## src/hdl/assert_macros.svh

```systemverilog
// Assertion macros shared by the sweep and sound DMA block.
`ifndef ASSERT_MACROS_SVH
`define ASSERT_MACROS_SVH

// Check a property on every rising edge outside reset.
`define SRSD_ASSERT(lbl, clk, rst_n, prop, msg) \
    lbl: assert property (@(posedge clk) disable iff (!rst_n) prop) else $error(msg);

// Check that a condition never holds outside reset.
`define SRSD_NEVER(lbl, clk, rst_n, cond, msg) \
    `SRSD_ASSERT(lbl, clk, rst_n, !(cond), msg)

`endif

```

## src/hdl/srsd_pkg.sv

```systemverilog
// Types, constants and helper functions of the sweep and sound DMA block.
`default_nettype none

package srsd_pkg;

    // Geometry
    localparam int RAM_DEPTH_DEF = 16384;
    localparam int RAM_SPAN      = 16384;
    localparam int NUM_CH        = 4;
    localparam int SWEEP_CH      = 2;
    localparam int ADDR_W        = 14;
    localparam int DATA_W        = 8;
    localparam int SAMP_W        = 16;
    localparam int PER_W         = 12;
    localparam int HI_W          = 3;
    localparam int CNT_W         = 16;
    localparam int SRC_W         = 24;
    localparam int TIMER_W       = 18;
    localparam int SW_INTV_W     = 15;

    // Operation codes
    localparam logic [1:0] OP_PORT = 2'd0;
    localparam logic [1:0] OP_RAM  = 2'd1;
    localparam logic [1:0] OP_ADV  = 2'd2;

    // Port numbers
    localparam logic [7:0] PORT_PER_FIRST = 8'h80;
    localparam logic [7:0] PORT_PER_LAST  = 8'h87;
    localparam logic [7:0] PORT_VOL1      = 8'h89;
    localparam logic [7:0] PORT_SW_DELTA  = 8'h8C;
    localparam logic [7:0] PORT_SW_INTV   = 8'h8D;
    localparam logic [7:0] PORT_CTRL      = 8'h90;
    localparam logic [7:0] PORT_SRC_LO    = 8'h4A;
    localparam logic [7:0] PORT_SRC_MID   = 8'h4B;
    localparam logic [7:0] PORT_SRC_HI    = 8'h4C;
    localparam logic [7:0] PORT_CNT_LO    = 8'h4E;
    localparam logic [7:0] PORT_CNT_HI    = 8'h4F;
    localparam logic [7:0] PORT_DMA_CTL   = 8'h52;

    localparam logic [10:0] PER_RAW_MAX = 11'h7FF;
    localparam logic [11:0] PER_FULL    = 12'd2048;
    localparam int          SWEEP_EN_BIT = 6;
    localparam int          DMA_GO_BIT   = 7;

    typedef enum logic [1:0] {
        CMD_NOP,
        CMD_PORT,
        CMD_RAM,
        CMD_ADV
    } t_cmd_kind;

    typedef enum logic [3:0] {
        PK_NONE,
        PK_PER_LO,
        PK_PER_HI,
        PK_VOL1,
        PK_SW_DELTA,
        PK_SW_INTV,
        PK_CTRL,
        PK_SRC,
        PK_CNT,
        PK_DMA_CTL
    } t_port_kind;

    typedef struct packed {
        t_cmd_kind          kind;
        t_port_kind         port;
        logic [1:0]         sel;
        logic [ADDR_W-1:0]  addr;
        logic [DATA_W-1:0]  data;
        logic [SAMP_W-1:0]  samples;
    } t_cmd;

    typedef struct packed {
        logic [NUM_CH-1:0][PER_W-1:0] period;
        logic [3:0]                   vol_left;
        logic [3:0]                   vol_right;
        logic                         busy;
        logic [CNT_W-1:0]             left;
        logic [SRC_W-1:0]             addr;
    } t_result;

    typedef enum logic [2:0] {
        ST_CLEAR,
        ST_IDLE,
        ST_DMA_CHK,
        ST_DMA_XFER,
        ST_SW_START,
        ST_SW_CHK,
        ST_DONE
    } t_state;

    // Sweep interval in samples for each register value
    typedef logic [SW_INTV_W-1:0] t_intv_tab [256];

    function automatic t_intv_tab build_sw_tab();
        t_intv_tab tab;
        for (int i = 0; i < 256; i++) begin
            tab[i] = SW_INTV_W'(((i + 1) * 1176) / 10);
        end
        return tab;
    endfunction

    localparam t_intv_tab SW_INTV_TAB = build_sw_tab();

    // DMA period in samples for each rate code
    function automatic logic [1:0] dma_period(input logic [1:0] rate);
        logic [1:0] per;
        case (rate)
            2'd0:    per = 2'd3;
            2'd1:    per = 2'd2;
            2'd2:    per = 2'd2;
            default: per = 2'd1;
        endcase
        return per;
    endfunction

    // Raw period decode: the all-ones code stands for the full period
    function automatic logic [PER_W-1:0] dec_period(input logic [HI_W-1:0] hi,
                                                    input logic [7:0] lo);
        logic [10:0] raw;
        raw = {hi, lo};
        return (raw == PER_RAW_MAX) ? PER_FULL : {1'b0, raw};
    endfunction

endpackage

`default_nettype wire

```

## src/hdl/srsd_front.sv

```systemverilog
// Front end: accept transactions, classify them and queue them for the back end.
`default_nettype none
`include "assert_macros.svh"

module srsd_front #(
    parameter int RAM_DEPTH = srsd_pkg::RAM_DEPTH_DEF
) (
    input  wire logic                         i_clk,
    input  wire logic                         i_rst_n,
    input  wire logic                         i_push,
    input  wire logic [1:0]                   i_op,
    input  wire logic [srsd_pkg::ADDR_W-1:0]  i_address,
    input  wire logic [srsd_pkg::DATA_W-1:0]  i_data,
    input  wire logic [srsd_pkg::SAMP_W-1:0]  i_samples,
    input  wire logic                         i_hold,
    output logic                              o_full,
    output logic                              o_cmd_valid,
    output srsd_pkg::t_cmd                    o_cmd,
    input  wire logic                         i_cmd_pop
);

    import srsd_pkg::*;

    localparam int          MEM_DEPTH   = (RAM_DEPTH < RAM_SPAN) ? RAM_DEPTH : RAM_SPAN;
    localparam logic [16:0] MEM_DEPTH_W = 17'(MEM_DEPTH);

    t_cmd       w_cmd;
    logic [7:0] w_port;
    logic       w_wr;

    t_cmd       r_q [2];
    logic       r_wp;
    logic       r_rp;
    logic [1:0] r_cnt;
    logic [1:0] n_cnt;

    // Classify the incoming transaction
    always_comb begin
        w_port        = i_address[7:0];
        w_cmd.kind    = CMD_NOP;
        w_cmd.port    = PK_NONE;
        w_cmd.sel     = i_address[2:1];
        w_cmd.addr    = i_address;
        w_cmd.data    = i_data;
        w_cmd.samples = i_samples;
        unique case (i_op)
            OP_PORT: w_cmd.kind = CMD_PORT;
            OP_RAM:  w_cmd.kind = ({3'b0, i_address} < MEM_DEPTH_W) ? CMD_RAM : CMD_NOP;
            OP_ADV:  w_cmd.kind = CMD_ADV;
            default: w_cmd.kind = CMD_NOP;
        endcase
        unique case (w_port) inside
            [PORT_PER_FIRST:PORT_PER_LAST]: begin
                w_cmd.port = w_port[0] ? PK_PER_HI : PK_PER_LO;
            end
            PORT_VOL1:     w_cmd.port = PK_VOL1;
            PORT_SW_DELTA: w_cmd.port = PK_SW_DELTA;
            PORT_SW_INTV:  w_cmd.port = PK_SW_INTV;
            PORT_CTRL:     w_cmd.port = PK_CTRL;
            PORT_SRC_LO, PORT_SRC_MID, PORT_SRC_HI: begin
                w_cmd.port = PK_SRC;
                w_cmd.sel  = 2'(w_port - PORT_SRC_LO);
            end
            PORT_CNT_LO, PORT_CNT_HI: begin
                w_cmd.port = PK_CNT;
                w_cmd.sel  = {1'b0, w_port[0]};
            end
            PORT_DMA_CTL:  w_cmd.port = PK_DMA_CTL;
            default:       w_cmd.port = PK_NONE;
        endcase
    end

    // Queue handshake
    assign o_full      = (r_cnt == 2'd2) || i_hold;
    assign w_wr        = i_push && !o_full;
    assign o_cmd_valid = (r_cnt != 2'd0);
    assign o_cmd       = r_q[r_rp];
    assign n_cnt       = r_cnt + {1'b0, w_wr} - {1'b0, i_cmd_pop};

    // Hold queued commands
    always_ff @(posedge i_clk) begin
        if (w_wr) begin
            r_q[r_wp] <= w_cmd;
        end
    end

    // Advance pointers and fill level
    always_ff @(posedge i_clk) begin
        if (!i_rst_n) begin
            r_wp  <= 1'b0;
            r_rp  <= 1'b0;
            r_cnt <= 2'd0;
        end else begin
            if (w_wr) begin
                r_wp <= !r_wp;
            end
            if (i_cmd_pop) begin
                r_rp <= !r_rp;
            end
            r_cnt <= n_cnt;
        end
    end

    `SRSD_NEVER(a_pop_empty, i_clk, i_rst_n, i_cmd_pop && (r_cnt == 2'd0), "pop from empty queue")
    `SRSD_NEVER(a_cnt_range, i_clk, i_rst_n, r_cnt == 2'd3, "queue fill level out of range")

endmodule

`default_nettype wire

```

## config.mk

```make
export PLATFORM = sky130hd
export DESIGN_NAME = srsd_front
export DESIGN_NICKNAME = d
export VERILOG_FILES = /design/src/hdl/srsd_pkg.sv /design/src/hdl/srsd_front.sv
export VERILOG_INCLUDE_DIRS = /design/src /design/src/hdl
export SDC_FILE = /design/constraint.sdc
export NUM_CORES = 1
export LEC_CHECK = 0
export ABC_AREA = 1
export BUFFER_PORTS_ARGS = -buffer_cell sky130_fd_sc_hd__buf_2
export CELL_PAD_IN_SITES_DETAIL_PLACEMENT = 0
export CELL_PAD_IN_SITES_GLOBAL_PLACEMENT = 1
export CORE_MARGIN = 1.5
export CORE_UTILIZATION = 44
export CTS_CLUSTER_SIZE = 20
export DETAILED_ROUTE_END_ITERATION = 10
export GPL_TIMING_DRIVEN = 0
export PLACE_DENSITY = 0.89
export SLEW_MARGIN = 15
export SYNTH_ARGS = -nofsm -noshare
export SYNTH_HDL_FRONTEND = slang
export SYNTH_SLANG_ARGS = --single-unit
```

## constraint.sdc

```tcl
create_clock -name i_clk -period 3.97 [get_ports i_clk]
set_clock_uncertainty 0.1 [all_clocks]
set_input_delay 0.5955 -clock i_clk [delete_from_list [all_inputs] [get_ports i_clk]]
set_output_delay 0.5955 -clock i_clk [all_outputs]
set_load 0.1 [all_outputs]
```

==> results of run 1 <==
-- metrics by stage --
| stage | util (%) | area (um^2) | setup TNS (ns) | total power [uW] |
|---|---|---|---|---|
| after CTS | 56.42 | 4992 | 0 | 2549 |
| final | 56.42 | 4992 | 0 | 2521 |
| after global placement | 52.63 | 4657 | -54.42 | 1778 |
| after global routing | 56.42 | 4992 | 0 | 2615 |
| after detailed placement | 53.65 | 4747 | 0 | 1794 |
| after floorplan | - | 4061 | 0 | 1696 |
-- cell usage in the layout (no fill, tap or decap), drive strengths merged --
master	count
a21oi	2
a31oi	1
buf	101
bufinv	3
clkbuf	11
clkinv	2
dfxtp	5
edfxtp	92
ha	4
inv	21
mux2	46
nand2	32
nand3	11
nand4	1
nor2	17
o21ai	3
or2	1
xnor2	1
-- synthesized netlist by cell type (2+ instances only) --
cell and instances:
mux2_4 40, edfxtp_1 92, ha_1 4, a21oi_1 2, buf_6 2, buf_12 4, nand3_1 11, inv_1 20
nor2_1 16, nand2_1 30, o21ai_0 3, nand2_2 2, mux2_2 6, dfxtp_1 5
-- worst reg2reg max path: cells and delay by family, from the launching register on --
family	cells	cell delay (ns)
simple gates	3	0.90
buf+inv	2	0.34
flops	1	0.32
-- power by group through the flow --
stage | Combinational, uW | Clock [uW] | Sequential (uW)
after floorplan | 487 | 0 | 1210
after global placement | 567 | 0 | 1210
after detailed placement | 584 | 0 | 1210
after CTS | 584 | 777 | 1190
after global routing | 604 | 821 | 1190
final | 579 | 757 | 1190
-- cell type report --
cell class,count,area (um^2),share of cell area (%)
Tap cell,108,135.1,2.707
Buffer,6,102.6,2.055
Multi-Input combinational cell,119,1032,20.68
Sequential cell,97,2863,57.34
Timing Repair Buffer,95,535.5,10.73
Clock buffer,11,141.4,2.832
Clock inverter,5,103.9,2.080
Inverter,21,78.83,1.579
-- how the worst max path moves through the flow --
| stage | from | endpoint | slack, ns | cells past startpoint |
|---|---|---|---|---|
| floorplan | i_hold | r_q[0][0] | 0.68 | 3 |
| global placement | i_hold | r_q[0][4] | -0.60 | 4 |
| detailed placement | i_hold | r_q[0][14] | 1.67 | 5 |
| CTS | flop | o_cmd[39] | 1.59 | 4 |
| global route | flop | o_cmd[39] | 1.56 | 4 |
| finish | flop | o_cmd[39] | 1.63 | 4 |
-- registers in the layout, indices dropped and copies added, names as in the netlist, named ones only --
name and flops:
r_q 92, r_cnt 2, r_rp 1, r_wp 1
-- layer usage --
metal  up-vias  GRT usage (%)  wire [um]
li1       1086              -          -
met1      1094          16.58       2784
met2        66          25.52       3557
met3        10          3.475        362
met4         0          5.634         85
met5         -              0          0
-- cell families (layout without fill, tap and decap cells) --
logic type               Yosys count  in the layout  synth area share [%]
XOR/XNOR                           1              1                0.2157
flip-flops                        97             97                 70.49
buffers and inverters             27            138                 4.467
AO/OA/AOI/OAI                      6              6                0.7702
adder cells (fa/ha/maj)            4              4                 1.232
multiplexers                      46             46                 16.45
AND/OR/NAND/NOR                   62             62                 6.377
==> qor.csv, run 1 <==
stage;metric;value;unit
run_status;outcome;finished, final reports clean;
pwr;sequentialPowerShare;47.0;%
timing;hold_viol_final;0;
cts;numCtsBuffers;9;
worst_setup_path;r2r_setup_slack;2.00;ns
yosys;syn_avg_cell_area;16.71;um^2
worst_setup_path;critPathMaxStageDelay;0.33;ns
worst_setup_path;r2r_start;r_cnt[0];
yosys;ys.flop_type;edfxtp_1;
min_path;whs_path_depth;1;
worst_setup_path;cp_data_required_time;3.27;ns
route;vias;2256;
timing;setup_slack;1.628;ns
route;drt_iter0_markers;48;
cts;cts_max_path_buffers;2;
route;wl_per_cell;14.70;um
worst_setup_path;path_delay_family;buffers and inverters;
grt;grt_pass1_vias;2254;
worst_setup_path;cp-end-kind;primary output;
pwr;ir_drop;0.0002973;V
yosys;async_flop_share;0;%
die;core_area;0.008848;mm^2
place;placed_cells;446;
pwr;combPwrFrac;23.0;%
yosys;syn_nets;292;
min_path;min_path_type;primary input to flop;
cells_and_area;instances_no_fill;462;
worst_setup_path;cp.arrival;1.65;ns
cts;postCtsSetupBuffers;0;
grt;grt_pass1_wl;10.67;mm
timing;period_share;58.98;%
cts;cts_resized;0;
yosys;synth_top_area_cell;edfxtp_1;
grt;grt_max_degree;28;
route;first_pass_iters;4;
worst_setup_path;worstPathCellList;buf_6 > buf_12 > mux2_4 > buf_2;
die;die_h;99.08;um
cts;h-tree-depth;3;
pwr;powerDensity;505.0;mW/mm^2
route;drc;0;
worst_setup_path;worstSetupPathType;flop to primary output;
min_path;hold_end;r_q[1][18];
worst_setup_path;crit_path_top_delay_cell;dfxtp_1;
cells_and_area;drive_above_1_share;47.74;%
place;port_buffers;92;
timing;fmax;427.1;MHz
die;die_w;99.08;um
yosys;netlist_area;0.004061;mm^2
timing;max_slew_margin;57.21;%
yosys;yosysWarnings;0;
pwr;clkPwrFrac;30.0;%
cts;ctsHoldBuffers;0;
timing;setup_viol;0;
worst_setup_path;reg2reg_depth;5;
yosys;ys_seq_elements;97;
yosys;synth_area_leaders;edfxtp_1, mux2_4, nand2_1;
route;ant_nets;0;
cells_and_area;layout.nets;398;
pwr;power.leakage;0.002083;uW
cts;cts_tree;done;
cts;cts.clk_slew.worst_paths;0.09;ns
yosys;postSynthCellCount;243;
place;post-place-ws;1.669;ns
grt;antenna_found_initial;0;
cells_and_area;fill_cells;718;
timing;min_period;2.342;ns
route;viasPerCell;4.883;
yosys;synth.distinct_cells;20;
yosys;synth.yosys.seq_area_share;70.49;%
yosys;synth_edf_count;92;
timing;rsz0062_at_grt;no;
die;dieArea;0.009816;mm^2
timing;hold_ws;0.3275;ns
min_path;holdCritStartpoint;i_data[2];
cts;clkLatencyLatePin;0.35;ns
pwr;net-switching-power;771.8;uW
route;drt-total-wl;6.790;mm
die;initial_core_util;45.90;%
timing;tightest_slew;0.6403;ns
cells_and_area;antennaDiodeCount;0;
place;gp_congestion;0.7218;
pwr;intPower;1749;uW
run;drv_cap;0;
cts;cts-root-buf;clkbuf_8;
worst_setup_path;rr_endpoint;r_q[0][0];
cts;cts.sinks;97;
yosys;yosys.area.top_type_share;68.02;%
worst_setup_path;critPathMaxFanout;10;
worst_setup_path;crit_buf_inv;3;
cells_and_area;syn2layout_area_growth;22.92;%
timing;final_max_slew_viol_count;0;
place;dpl.hpwl;4.892;mm
worst_setup_path;start_kind;flop;
grt;overflow;0;
grt;track_usage;14.29;%
pwr;swShare;30.61;%
die;rows;34;
die;io_pins;93;
(Power assumes the default switching activity.)
==> run 2: changes to the inputs <==
ABC_AREA = 0   (was 1)
CORE_UTILIZATION = 40   (was 44)
PLACE_DENSITY = 0.86   (was 0.89)
clock period = 2.1 ns   (was 3.97 ns; I/O delays follow)
==> qor.csv, run 2 <==
stage;metric;value;unit
worst_setup_path;start_kind;flop;
timing;fmax;499.7;MHz
yosys;synth_area_leaders;edfxtp_1, mux2_1, mux2_2;
run;drv_cap;0;
worst_setup_path;worstPathCellList;buf_6 > buf_6 > mux2_1 > buf_4;
yosys;async_flop_share;0;%
die;dieArea;0.01000;mm^2
route;drt-total-wl;6.394;mm
grt;grt_pass1_vias;2115;
place;placed_cells;404;
yosys;synth_top_area_cell;edfxtp_1;
yosys;synth_edf_count;92;
worst_setup_path;cp_data_required_time;1.68;ns
die;initial_core_util;40.94;%
pwr;ir_drop;0.0007054;V
worst_setup_path;worstSetupPathType;flop to primary output;
cells_and_area;drive_above_1_share;45.66;%
route;first_pass_iters;4;
die;rows;35;
worst_setup_path;critPathMaxFanout;10;
cells_and_area;syn2layout_area_growth;27.72;%
worst_setup_path;critPathMaxStageDelay;0.34;ns
cts;numCtsBuffers;9;
cells_and_area;largest-register;r_q;
timing;setup_viol;0;
timing;tns;0;ns
route;drt_iter0_markers;63;
timing;hold_viol_final;0;
cells_and_area;largest_reg_flops;92;
yosys;syn_avg_cell_area;18.92;um^2
grt;antenna_found_initial;0;
yosys;synth_common_cells;edfxtp_1, mux2_1, mux2_2, inv_1;
cts;clkLatencyLatePin;0.34;ns
timing;max_slew_margin;56.84;%
grt;grt_max_degree;47;
cells_and_area;layout_commonest_cell;edfxtp_1;
run_status;outcome;finished, final reports clean;
place;post-place-ws;-0.1776;ns
yosys;yosysWarnings;0;
yosys;synth.distinct_cells;33;
place;port_buffers;92;
min_path;min_path_type;primary input to flop;
worst_setup_path;cp.arrival;1.59;ns
yosys;synth.yosys.seq_area_share;76.04;%
route;vias;2048;
yosys;synth.most_common_cell;edfxtp_1;
worst_setup_path;crit_path_top_delay_cell;mux2_1;
cells_and_area;antennaDiodeCount;0;
die;io_pins;93;
cts;cts_tree;done;
route;viasPerCell;4.853;
timing;tightest_slew;0.6473;ns
cells_and_area;instances_no_fill;422;
timing;period_share;95.30;%
cells_and_area;layout_common_cells;edfxtp_1, buf_2, buf_4, mux2_1, mux2_2;
yosys;ys.flop_type;edfxtp_1;
die;core_area;0.009196;mm^2
pwr;powerDensity;1024;mW/mm^2
cells_and_area;layout.nets;355;
die;die_h;100.0;um
cells_and_area;reg_top3;r_q x92, r_cnt x2;
route;drc;0;
cells_and_area;fill_cells;792;
worst_setup_path;cp-end-kind;primary output;
cts;cts.sinks;97;
route;wl_per_cell;15.15;um
place;gp_congestion;0.7721;
grt;track_usage;13.07;%
cts;h-tree-depth;3;
yosys;syn_nets;248;
yosys;yosys.area.top_type_share;73.38;%
grt;grt_pass1_wl;9.894;mm
cts;cts-root-buf;clkbuf_8;
worst_setup_path;cpMostUsedCell;buf_6;
timing;final_max_slew_viol_count;0;
timing;setup_slack;0.09862;ns
yosys;netlist_area;0.003765;mm^2
grt;overflow;0;
timing;hold_ws;0.05079;ns
pwr;power.leakage;0.001788;uW
die;die_w;100.0;um
timing;min_period;2.001;ns
route;ant_nets;0;
cts;cts_max_path_buffers;2;
yosys;postSynthCellCount;199;
place;dpl.hpwl;4.254;mm
cts;cts.clk_slew.worst_paths;0.09;ns
yosys;ys_seq_elements;97;
run 2: cell count changes in the layout (fill, tap and decap cells not counted), moves of 10 or more:
cell	previous run	this run
buf_4	0	41
nor2_1	14	2
inv_1	20	7
mux2_4	40	0
nand3_1	11	1
mux2_1	0	27
mux2_2	6	19
buf_2	92	52
nand2_1	30	3
run 2: power by group:
group          leakage (uW)  switching, uW  internal (uW)
Sequential         0.000881           33.9           2240
Combinational      0.000799           1020            321
Clock              0.000107            606            707
Total               0.00179           1660           3270
run 2: metrics by stage:
| stage | power [uW] | cell area [um^2] | util [%] |
|---|---|---|---|
| 2_1_floorplan | 3348 | 3774 | - |
| 4_1_cts | 4963 | 4772 | 51.89 |
| 5_1_grt | 5103 | 4808 | 52.29 |
| 3_3_place_gp | 3541 | 4373 | 47.55 |
| 3_5_place_dp | 3586 | 4428 | 48.15 |
| 6_report | 4925 | 4808 | 52.29 |
run 2: cells by family (layout without fill, tap and decap cells):
| logic type | Yosys count | after routing | share of synthesized area [%] |
|---|---|---|---|
| flip-flops | 97 | 97 | 76.04 |
| AND/OR/NAND/NOR | 23 | 23 | 4.221 |
| multiplexers | 46 | 46 | 13.76 |
| adder cells (fa/ha/maj) | 4 | 4 | 1.329 |
| XOR/XNOR | 3 | 3 | 0.6980 |
| AO/OA/AOI/OAI | 12 | 12 | 2.392 |
| buffers and inverters | 14 | 126 | 1.562 |
run 2: layout make-up:
type / instances / area [um^2] / share of cell area, %
plain buffers: 6 / 60.06 / 1.249
clock buffers: 12 / 145.1 / 3.018
clock inverters: 4 / 76.32 / 1.587
inverters: 8 / 30.03 / 0.6245
multi-input cells: 88 / 860.8 / 17.90
flip-flops and latches: 97 / 2863 / 59.54
well taps: 111 / 138.9 / 2.888
repair buffers: 96 / 634.4 / 13.19
run 2: final timing paths:
| check | slack [ns] | depth (start not counted) | start | endpoint |
|---|---|---|---|---|
| setup / recovery | 0.1 | 4 | flop | o_cmd[42] |
| hold / removal | 0.05 | 1 | i_samples[11] | r_q[1][11] |
| setup reg to reg | 0.26 | 3 | r_cnt[0] | r_q[1][19] |
| hold reg to reg | 0.49 | 2 | r_rp | flop |
run 2: worst max-delay path: cells and delay by family (launching register included):
kind | cells | cell delay [ns]
multiplexers | 1 | 0.34
buffers and inverters | 3 | 0.57
flip-flops | 1 | 0.33
run 2: timing repair:
item                                    in CTS  in global routing
setup buffers                                0                  2
hold buffers                                 0                  0
resized for setup                           47                  7
endpoints found under the setup margin      86                 60
run 2: routing by layer:
layer | global-route usage, % | vias to the layer above | routed length (um)
met1 | 14.80 | 1000 | 2631
met2 | 23.34 | 56 | 3356
met3 | 3.203 | 10 | 306
met4 | 5.850 | 0 | 99
li1 | - | 982 | -
met5 | 0 | - | 0
==> run 3: changes to the inputs <==
--- a/config.mk
+++ b/config.mk
@@ -18,3 +18,4 @@
 export PLACE_DENSITY = 0.86
-export SLEW_MARGIN = 15
+export SKIP_LAST_GASP = 1
+export SLEW_MARGIN = 5
 export SYNTH_ARGS = -nofsm -noshare
==> constraint.sdc (replaced) <==
create_clock -name i_clk -period 2.1 [get_ports i_clk]
set_clock_uncertainty 0.1 [all_clocks]
set_input_delay 0 -clock i_clk [delete_from_list [all_inputs] [get_ports i_clk]]
set_output_delay 0 -clock i_clk [all_outputs]
set_load 0.1 [all_outputs]
==> qor.csv, run 3 (same netlist as run 2, synthesis figures left out) <==
stage;metric;value;unit
worst_setup_path;crit_path_top_delay_cell;mux2_1;
pwr;ir_drop;0.0006850;V
die;core_area;0.009196;mm^2
worst_setup_path;worstSetupPathType;flop to primary output;
die;io_pins;93;
worst_setup_path;worstPathCellList;buf_2 > buf_2 > mux2_1 > buf_2;
cells_and_area;fill_cells;763;
grt;grt_pass1_wl;10.92;mm
place;dpl.hpwl;4.198;mm
die;die_w;100.0;um
cts;cts.clk_slew.worst_paths;0.09;ns
route;wl_per_cell;15.63;um
cells_and_area;largest-register;r_q;
cells_and_area;largest_reg_flops;92;
timing;rsz0062_at_grt;no;
worst_setup_path;path_delay_family;buffers and inverters;
cells_and_area;final_area;0.005096;mm^2
grt;track_usage;14.64;%
route;first_pass_iters;4;
run_status;outcome;finished, final reports clean;
place;port_buffers;92;
cts;cts.sinks;97;
worst_setup_path;start_kind;flop;
grt;grt_pass1_vias;2261;
timing;period_share;92.87;%
cells_and_area;syn2layout_area_growth;35.36;%
timing;min_period;1.950;ns
cts;clkLatencyLatePin;0.34;ns
cts;numCtsBuffers;9;
cells_and_area;layout_commonest_cell;buf_2;
cts;h-tree-depth;3;
timing;fmax;512.7;MHz
cells_and_area;drive_above_1_share;40.28;%
worst_setup_path;critPathMaxStageDelay;0.36;ns
grt;antenna_found_initial;0;
route;vias;2245;
cells_and_area;layout.nets;399;
worst_setup_path;crit_buf_inv;3;
pwr;powerDensity;963.9;mW/mm^2
cells_and_area;antennaDiodeCount;0;
worst_setup_path;cp-end-kind;primary output;
run;drv_cap;0;
pwr;power.leakage;0.001921;uW
route;drt_iter0_markers;47;
place;post-place-ws;-0.1646;ns
timing;setup_slack;0.1497;ns
timing;final_max_slew_viol_count;0;
grt;grt_max_degree;47;
cells_and_area;reg_top3;r_q x92, r_cnt x2;
cts;cts-root-buf;clkbuf_8;
cells_and_area;layout_common_cells;buf_2, edfxtp_1, dlygate4sd3_1, mux2_1, mux2_2;
place;gp_congestion;0.7721;
die;initial_core_util;40.94;%
route;viasPerCell;4.818;
timing;hold_viol_final;0;
timing;setup_viol;0;
cts;cts_max_path_buffers;2;
die;dieArea;0.01000;mm^2
timing;max_slew_margin;62.23;%
grt;overflow;0;
die;die_h;100.0;um
cells_and_area;multi_input_comb_area;875.8;um^2
die;rows;35;
route;drt-total-wl;7.283;mm
route;ant_nets;0;
worst_setup_path;cp.arrival;1.85;ns
cells_and_area;seqCellArea;0.002863;mm^2
route;drc;0;
timing;tightest_slew;0.5655;ns
cts;cts_tree;done;
worst_setup_path;cp_data_required_time;2.00;ns
worst_setup_path;cpMostUsedCell;buf_2;
place;placed_area;0.004400;mm^2
min_path;min_path_type;primary input to flop;
worst_setup_path;critPathMaxFanout;10;
==> run 3: cell count changes in the layout (fill, tap and decap cells not counted), sizes merged <==
cell and change:
dlygate4sd3 +43, buf -3, clkbuf +2, and2 +1, nor2b +1
==> run 3: worst reg2reg max path, cell delays in order (launching register included) <==
cell,delay [ns]
dfxtp_1,0.36
inv_2,0.06
a211oi_2,0.52
nor2b_4,0.54
==> run 3: worst paths after layout <==
| path | startpoint | endpoint | cells past startpoint | slack (ns) |
|---|---|---|---|---|
| worst max-delay path | flop | o_cmd[27] | 4 | 0.15 |
| worst min-delay path | i_push | r_wp | 5 | 0.06 |
| worst max register to register | r_cnt[0] | r_q[0][24] | 3 | 0.17 |
| worst min register to register | r_rp | flop | 2 | 0.49 |
==> run 3: what timing repair did <==
item,4_1_cts,5_1_grt
buffers inserted,2,0
cloned,1,1
hold buffers,43,0
setup endpoints to repair,68,61
hold endpoints to repair,87,0
resized for setup,1,4
==> run 3: stage by stage <==
| stage | instances | utilization, % | hold WS [ns] | TNS [ns] | total power [uW] |
|---|---|---|---|---|---|
| after detailed placement | 403 | 47.85 | 0.09140 | -9.995 | 3573 |
| after floorplan | 199 | - | -0.001131 | 0 | 3348 |
| after CTS | 465 | 55.21 | 0.03770 | -0.8137 | 4957 |
| after global placement | 402 | 47.55 | 0.08759 | -19.36 | 3541 |
| final | 466 | 55.42 | 0.05583 | 0 | 4912 |
| after global routing | 466 | 55.42 | 0.08116 | 0 | 5107 |
==> run 3: cell type report <==
class / count / area share, %
plain buffers: 6 / 0.6629
clock buffers: 12 / 2.848
clock inverters: 4 / 1.498
inverters: 8 / 0.5892
multi-input cells: 90 / 17.19
flip-flops and latches: 97 / 56.17
well taps: 111 / 2.725
repair buffers: 138 / 18.32
==> run 3: per-layer routing <==
layer	GRT usage, %	share of wire [%]	vias up
met1	16.89	43	1106
li1	-	-	1078
met3	2.716	3.6	8
met4	5.850	1.2	0
met2	26.79	53	53
met5	0	0	-
==> run 3: power breakdown <==
group          switching (uW)  internal [uW]  total [uW]  leakage [uW]
clock network             600            707        1310      0.000107
registers                35.3           2240        2280      0.000881
logic                    1030            304        1330      0.000933
